--- config.mk ---
export PLATFORM = sky130hd
export DESIGN_NAME = natural_path_compare
export DESIGN_NICKNAME = d
export VERILOG_FILES = /design/src/hw/rtl/nph_pkg.sv /design/src/hw/rtl/nph_step.sv /design/src/hw/rtl/natural_path_compare.sv
export SDC_FILE = /design/constraint.sdc
export NUM_CORES = 1
export LEC_CHECK = 0
export BUFFER_PORTS_ARGS = -buffer_cell sky130_fd_sc_hd__buf_2
export CAP_MARGIN = 40
export CELL_PAD_IN_SITES_DETAIL_PLACEMENT = 0
export CELL_PAD_IN_SITES_GLOBAL_PLACEMENT = 1
export CORE_MARGIN = 1
export CORE_UTILIZATION = 51
export CTS_BUF_LIST = sky130_fd_sc_hd__clkbuf_8
export CTS_CLUSTER_DIAMETER = 200
export DETAILED_ROUTE_END_ITERATION = 7
export PLACE_DENSITY_LB_ADDON = 0.3
export REMOVE_ABC_BUFFERS = 1
export SYNTH_ARGS = -nofsm -noshare
export SYNTH_HDL_FRONTEND = slang
export SYNTH_SLANG_ARGS = --single-unit
--- constraint.sdc ---
create_clock -name clk_i -period 14.15 [get_ports clk_i]
set_input_delay 1.415 -clock clk_i [delete_from_list [all_inputs] [get_ports clk_i]]
set_output_delay 1.415 -clock clk_i [all_outputs]
set_load 0.01 [all_outputs]
--- src/hw/rtl/nph_pkg.sv ---
// ----------------------------------------------------------------------------
// nph_pkg
// Types, codes and digit tables for the natural path compare block.
// ----------------------------------------------------------------------------
package nph_pkg;

  localparam int unsigned CharW  = 8;
  localparam int unsigned WeightW = 9;
  localparam int unsigned OrderW = 10;
  localparam int unsigned DsW    = 4;

  localparam logic [CharW-1:0] SepReset = 8'd47;
  localparam logic [CharW-1:0] CharZero = 8'h30;
  localparam logic [CharW-1:0] CharNine = 8'h39;

  // digit machine states
  localparam logic [DsW-1:0] DsNormal = 4'h0;
  localparam logic [DsW-1:0] DsInt    = 4'h3;
  localparam logic [DsW-1:0] DsFrac   = 4'h6;
  localparam logic [DsW-1:0] DsZero   = 4'h9;

  // digit classes
  localparam logic [1:0] ClsOther = 2'd0;
  localparam logic [1:0] ClsNz    = 2'd1;
  localparam logic [1:0] ClsZero  = 2'd2;

  typedef enum logic [1:0] {
    PH_IDLE = 2'd0,
    PH_CMP  = 2'd1,
    PH_RUN  = 2'd2,
    PH_DONE = 2'd3
  } phase_e;

  typedef enum logic [1:0] {
    ACT_WEIGHT = 2'd0,
    ACT_RUNLEN = 2'd1,
    ACT_NEG    = 2'd2,
    ACT_POS    = 2'd3
  } act_e;

  typedef struct packed {
    phase_e                    phase;
    logic [DsW-1:0]            base;
    logic signed [OrderW-1:0]  saved;
  } nph_state_t;

  function automatic logic is_digit(input logic [CharW-1:0] v);
    return (v >= CharZero) && (v <= CharNine);
  endfunction

  function automatic logic [1:0] digit_class(input logic [CharW-1:0] v);
    logic [1:0] c;
    c = ClsOther;
    if (v == CharZero) begin
      c = ClsZero;
    end else if (is_digit(v)) begin
      c = ClsNz;
    end
    return c;
  endfunction

  function automatic logic [WeightW-1:0] byte_weight(input logic [CharW-1:0] v,
                                                     input logic [CharW-1:0] sep);
    logic [WeightW-1:0] w;
    if (v == '0) begin
      w = '0;
    end else if (v == sep) begin
      w = WeightW'(1);
    end else begin
      w = {1'b0, v} + WeightW'(1);
    end
    return w;
  endfunction

  // next digit state after an equal pair
  function automatic logic [DsW-1:0] advance(input logic [DsW-1:0] st);
    logic [DsW-1:0] n;
    unique case (st)
      4'd0, 4'd3, 4'd6, 4'd9: n = DsNormal;
      4'd1, 4'd4, 4'd5:       n = DsInt;
      4'd2, 4'd11:            n = DsZero;
      4'd7, 4'd8, 4'd10:      n = DsFrac;
      default:                n = DsNormal;
    endcase
    return n;
  endfunction

  // action at the first differing pair
  function automatic act_e decide(input logic [DsW-1:0] st, input logic [1:0] cls_b);
    act_e a;
    a = ACT_WEIGHT;
    unique case (st)
      4'd1:         a = (cls_b == ClsNz) ? ACT_RUNLEN : ACT_WEIGHT;
      4'd3:         a = (cls_b == ClsOther) ? ACT_WEIGHT : ACT_NEG;
      4'd4, 4'd5:   a = (cls_b == ClsOther) ? ACT_POS : ACT_RUNLEN;
      4'd9:         a = (cls_b == ClsOther) ? ACT_WEIGHT : ACT_POS;
      4'd10, 4'd11: a = (cls_b == ClsOther) ? ACT_NEG : ACT_WEIGHT;
      default:      a = ACT_WEIGHT;
    endcase
    return a;
  endfunction

endpackage

--- src/hw/rtl/nph_step.sv ---
// ----------------------------------------------------------------------------
// nph_step
// Next state and result for one character pair word.
// ----------------------------------------------------------------------------
module nph_step import nph_pkg::*; (
  input  nph_state_t               state_i,
  input  logic                     start_i,
  input  logic [CharW-1:0]         char_a_i,
  input  logic [CharW-1:0]         char_b_i,
  input  logic [CharW-1:0]         sep_i,
  output nph_state_t               state_o,
  output logic                     emit_o,
  output logic signed [OrderW-1:0] order_o
);

  nph_state_t               cur;
  logic [1:0]               cls_a;
  logic [1:0]               cls_b;
  logic [DsW-1:0]           st;
  logic signed [OrderW-1:0] diff;
  act_e                     act;

  function automatic logic signed [OrderW-1:0] sbit1();
    return OrderW'(1);
  endfunction

  always_comb begin
    cur = state_i;
    if (start_i) begin
      cur.phase = PH_CMP;
      cur.base  = DsNormal;
      cur.saved = '0;
    end
    cls_a = digit_class(char_a_i);
    cls_b = digit_class(char_b_i);
    st    = cur.base + DsW'(cls_a);
    diff  = $signed({1'b0, byte_weight(char_a_i, sep_i)})
          - $signed({1'b0, byte_weight(char_b_i, sep_i)});
    act   = decide(st, cls_b);

    state_o = cur;
    emit_o  = 1'b0;
    order_o = '0;

    unique case (cur.phase)
      PH_CMP: begin
        if (diff == '0) begin
          if (char_a_i == '0) begin
            emit_o        = 1'b1;
            state_o.phase = PH_DONE;
          end else begin
            state_o.base = advance(st);
          end
        end else begin
          unique case (act)
            ACT_WEIGHT: begin
              emit_o        = 1'b1;
              order_o       = diff;
              state_o.phase = PH_DONE;
            end
            ACT_RUNLEN: begin
              state_o.saved = diff;
              state_o.phase = PH_RUN;
            end
            ACT_NEG: begin
              emit_o        = 1'b1;
              order_o       = -OrderW'(sbit1());
              state_o.phase = PH_DONE;
            end
            ACT_POS: begin
              emit_o        = 1'b1;
              order_o       = OrderW'(sbit1());
              state_o.phase = PH_DONE;
            end
            default: ;
          endcase
        end
      end
      PH_RUN: begin
        if (is_digit(char_a_i)) begin
          if (!is_digit(char_b_i)) begin
            emit_o        = 1'b1;
            order_o       = OrderW'(sbit1());
            state_o.phase = PH_DONE;
          end
        end else begin
          emit_o        = 1'b1;
          order_o       = is_digit(char_b_i) ? -OrderW'(sbit1()) : cur.saved;
          state_o.phase = PH_DONE;
        end
      end
      default: ;
    endcase
  end

endmodule

--- src/hw/rtl/natural_path_compare.sv ---
// ----------------------------------------------------------------------------
// natural_path_compare
// Streaming version-style compare of two strings, one character pair a word.
// ----------------------------------------------------------------------------
// Each input word carries the bytes at one position of both strings; a word
// with start_compare_i set opens a new comparison. One order word comes out
// per comparison once it is decided, and words after that are dropped until
// the next start. One word is accepted every cycle while the output is free:
// the input register feeds the digit machine and decision logic, which loads
// the result register in the same cycle. While an order word waits at the
// output, a word in the input register waits too, and the input stalls once
// that register is full. The user writes the separator register through
// cfg_we_i while the block is idle; the block does not enforce this.
module natural_path_compare import nph_pkg::*; (
  input  logic                     clk_i,
  input  logic                     rst_ni,
  input  logic                     cfg_we_i,
  input  logic [CharW-1:0]         cfg_wdata_i,
  input  logic                     in_valid_i,
  output logic                     in_ready_o,
  input  logic                     start_compare_i,
  input  logic [CharW-1:0]         char_a_i,
  input  logic [CharW-1:0]         char_b_i,
  output logic                     out_valid_o,
  input  logic                     out_ready_i,
  output logic signed [OrderW-1:0] order_o
);

  logic [CharW-1:0]         sep_q;
  logic                     in_valid_q;
  logic                     start_q;
  logic [CharW-1:0]         char_a_q;
  logic [CharW-1:0]         char_b_q;
  nph_state_t               state_q, state_d;
  logic                     out_valid_q;
  logic signed [OrderW-1:0] order_q;
  logic                     emit;
  logic signed [OrderW-1:0] order_d;
  logic                     consume;

  assign consume    = in_valid_q && (!out_valid_q || out_ready_i);
  assign in_ready_o = !in_valid_q || consume;

  nph_step u_step (
    .state_i  (state_q),
    .start_i  (start_q),
    .char_a_i (char_a_q),
    .char_b_i (char_b_q),
    .sep_i    (sep_q),
    .state_o  (state_d),
    .emit_o   (emit),
    .order_o  (order_d)
  );

  always_ff @(posedge clk_i or negedge rst_ni) begin
    if (!rst_ni) begin
      sep_q       <= SepReset;
      in_valid_q  <= 1'b0;
      out_valid_q <= 1'b0;
      state_q     <= '{phase: PH_IDLE, base: DsNormal, saved: '0};
    end else begin
      if (cfg_we_i) begin
        sep_q <= cfg_wdata_i;
      end
      if (in_ready_o) begin
        in_valid_q <= in_valid_i;
      end
      if (consume) begin
        state_q <= state_d;
      end
      if (consume) begin
        out_valid_q <= emit || (out_valid_q && !out_ready_i);
      end else if (out_ready_i) begin
        out_valid_q <= 1'b0;
      end
    end
  end

  always_ff @(posedge clk_i) begin
    if (in_ready_o && in_valid_i) begin
      start_q  <= start_compare_i;
      char_a_q <= char_a_i;
      char_b_q <= char_b_i;
    end
    if (consume && emit) begin
      order_q <= order_d;
    end
  end

  assign out_valid_o = out_valid_q;
  assign order_o     = order_q;

endmodule

==> summary.txt <==
Yosys
  • Area leader, netlist: edfxtp_1
  • Async S/R FF share, synth: 49.1%
  • Syn. warnings: 0
  • Synthesized area per cell: 9.59 µm²
  • Top-area cell type share of the netlist area: between 20% and 30%
  • Dominant cell by count in the synthesized netlist: nand2_1
  • Part of the Yosys area used for sequential elements: 39.0%
  • Synth top cells by count: 41 x nand2_1, 39 x nor2_1, 27 x a21oi_1, 27 x edfxtp_1, 25 x ha_1
  • Synth top area cells: edfxtp_1 22%, dfrtp_1 14%, ha_1 8.3%
  • Mapped Cells: 393
  • Cell Area, Synth: 3770 µm²
  • Distinct cells, synth: 61
  • #FFs+latches synth: 53
  • Primary FF master, synth: edfxtp_1
  • EDFF count, synth: 27

Worst hold path
  • Hold Path Depth: 1
  • Worst Hold Launch: state_q[10]
  • Hold Path Class: flop to flop
  • Hold endpoint: state_q[10]

Floorplanning
  • Effective utilization at floorplan: 54.0%
  • Std cell rows: 30
  • Die area: 7730 µm²
  • Top-Level Pins: 42
  • Die X: ~88 µm
  • Core box area: 6980 µm²
  • Chip Height: 87.9 µm

Global route
  • Initial antenna violation count: 0
  • GRT Total Usage: 23.7%
  • First-pass GRT wire length: 13900 µm
  • Largest net degree at the start of global routing: 27
  • Number of global-route vias before repair: 2858
  • GRT overflow: 0

Pwr
  • Worst VDD drop: 0.0698 mV
  • Final Power: 0.515 mW
  • Pwr Density: 124 nW/µm²
  • Leak pwr: 1.83 nW

Detailed routing
  • WL/cell: between 15 and 20 µm
  • Remaining DRCs: 0
  • Pre-Repair DR Iteration Count: 5
  • Vias per cell: 5.77
  • Vias: about 3000
  • DR iter-0 viols: 160
  • Post-route ant nets: 0
  • Drt total wl: approximately 8500 µm

Critical path
  • Crit end category: flop
  • R2R depth: 16
  • Critical Path AT: 5080 ps
  • Origin of the critical flop-to-flop path: char_a_q[0]
  • Worst R2R Setup Slack: between 9000 and 10000 ps
  • Crit Path Category: flop to flop
  • Crit Reg-Reg Endpoint: order_o[2]
  • Max FO, Critical Path: 10
  • CP Launch Type: flop
  • Worst path required time: 14180 ps

Finish
  • Fill cells: 637
  • Register area: ~1500 µm²
  • Final Net Count: 488
  • Number of antenna diodes: 0
  • Proportion of layout cells with a drive suffix above 1: 19.2%
  • Multi-input gate area: 2180 µm²
  • Area growth from synthesis to layout: 10.2%

STA
  • Max Slew Vio Count: 0
  • Unrepaired setup endpoints after global routing: no
  • Post-route minimum period: 5050 ps
  • Worst Skew: ~12 ps
  • Tcrit/Tclk final: 35.7%
  • Final hold violation count: 0
  • Slew headroom: 40.3%
  • Fmax: a little under 0.2 GHz
  • Setup TNS Final: 0 ps
  • Worst Max-Slew Pin Slew: 888 ps
  • Final setup fails: 0

Clock tree
  • Clk_lat worst skew: between 300 and 400 ps
  • Clock transition at path regs: around 110 ps
  • CTS Buf Count: 5
  • Postcts setup bufs: 0
  • CTS Hold Bufs: 0
  • # resized after CTS: 0
  • CTS root buffer: clkbuf_8
  • H-Tree Depth: 2
  • Clock sinks: 53
  • CTS tree: done
  • Clk buf depth: 2

Place
  • I/O Buffers: 41
  • Dpl hpwl: about 6600 µm
  • Gpl congestion: 0.871

Run
  • Max-cap violations: 0

Run status
  • Status: finished clean
==> kinds of logic after synthesis <==
family	after synthesis	synth area share, %
xor gates and xnor gates	35	8.14
DFF	53	39.0
and+or+nand+nor	146	19.6
AOI/OAI and AO/OA	86	15.9
buffers and inverters	29	3.09
muxes	17	4.95
adders and majority gates	27	9.37
==> worst max path at each step <==
| stage | startpoint | to |
|---|---|---|
| after CTS | char_a_q[0] | order_o[2] |
| after global routing | char_a_q[0] | order_o[2] |
| final | char_a_q[0] | order_o[2] |
| after detailed placement | char_a_q[0] | order_o[2] |
| after global placement | char_a_q[0] | order_o[2] |
| after floorplan | char_a_q[0] | order_o[0] |
==> cell type report <==
type | count | area share, %
multi-input combinational | 311 | 52.6
sequential | 53 | 35.3
timing repair buffer | 43 | 5.30
tap | 96 | 2.89
clock buffer | 5 | 1.66
inverter | 17 | 1.54
clock inverter | 3 | 0.693
==> critical path, cell delays in order, from the launching register on <==
cell and delay, ps:
edfxtp_1 510, inv_1 150, ha_1 150, nor3b_1 270, nand2_1 130, or3_1 390, nand2_1 160, nor2_1 90
ha_1 400, and3_2 260, a221oi_2 320, xnor2_1 180, or4_1 550, or4_4 620, mux2i_1 170, o21ai_0 200
buf_4 210
==> metal layers <==
layer	up-vias	GRT usage, %	part of all wire [%]
met1	1460	34.8	49
met3	9	3.49	4.3
met5	-	0	0
met4	0	7.00	1.5
met2	78	36.2	45
li1	1502	-	-
==> report_power, final <==
group          switching, mW  total, mW  internal, mW  leakage (nW)
combinational          0.124      0.208        0.0832          1.19
sequential            0.0173      0.214         0.197         0.589
clock                 0.0562     0.0933        0.0372        0.0506
==> cells in the final DEF, fill, tap and decap left out, types with 4 or more instances in the layout <==
cell type,count
buf_2,41
nand2_1,41
mux2i_1,7
nor2b_1,4
clkbuf_8,5
xor2_1,24
nand4_1,4
xnor2_1,11
a21boi_0,5
o211ai_1,7
a21o_1,6
nor4_1,5
o21ai_0,6
and3_1,4
dfstp_2,5
nand2b_1,4
dfrtp_1,21
inv_1,17
nor2_1,39
nand3_1,7
nor3_1,12
and2_1,5
ha_1,25
o22ai_1,11
a21oi_1,27
edfxtp_1,27
mux2_2,9
==> state kept, by name, summed over array words and instances, names as in the netlist <==
name / count
sep_q: 8
start_q: 1
order_o: 10
char_b_q: 8
in_valid_q: 1
char_a_q: 8
state_q: 16
out_valid_o: 1
==> through the flow <==
step	utilization, %	std cells	worst slack [ps]	instance area [µm²]	hold slack [ps]
final	59.5	528	9100	4150	516
after global routing	59.5	528	8750	4150	537
after CTS	59.5	528	9130	4150	521
after detailed placement	58.1	520	9170	4060	492
after global placement	58.1	520	9330	4060	487
after floorplan	-	381	9040	3710	472
Note: power is estimated with default switching activity, not from simulation.
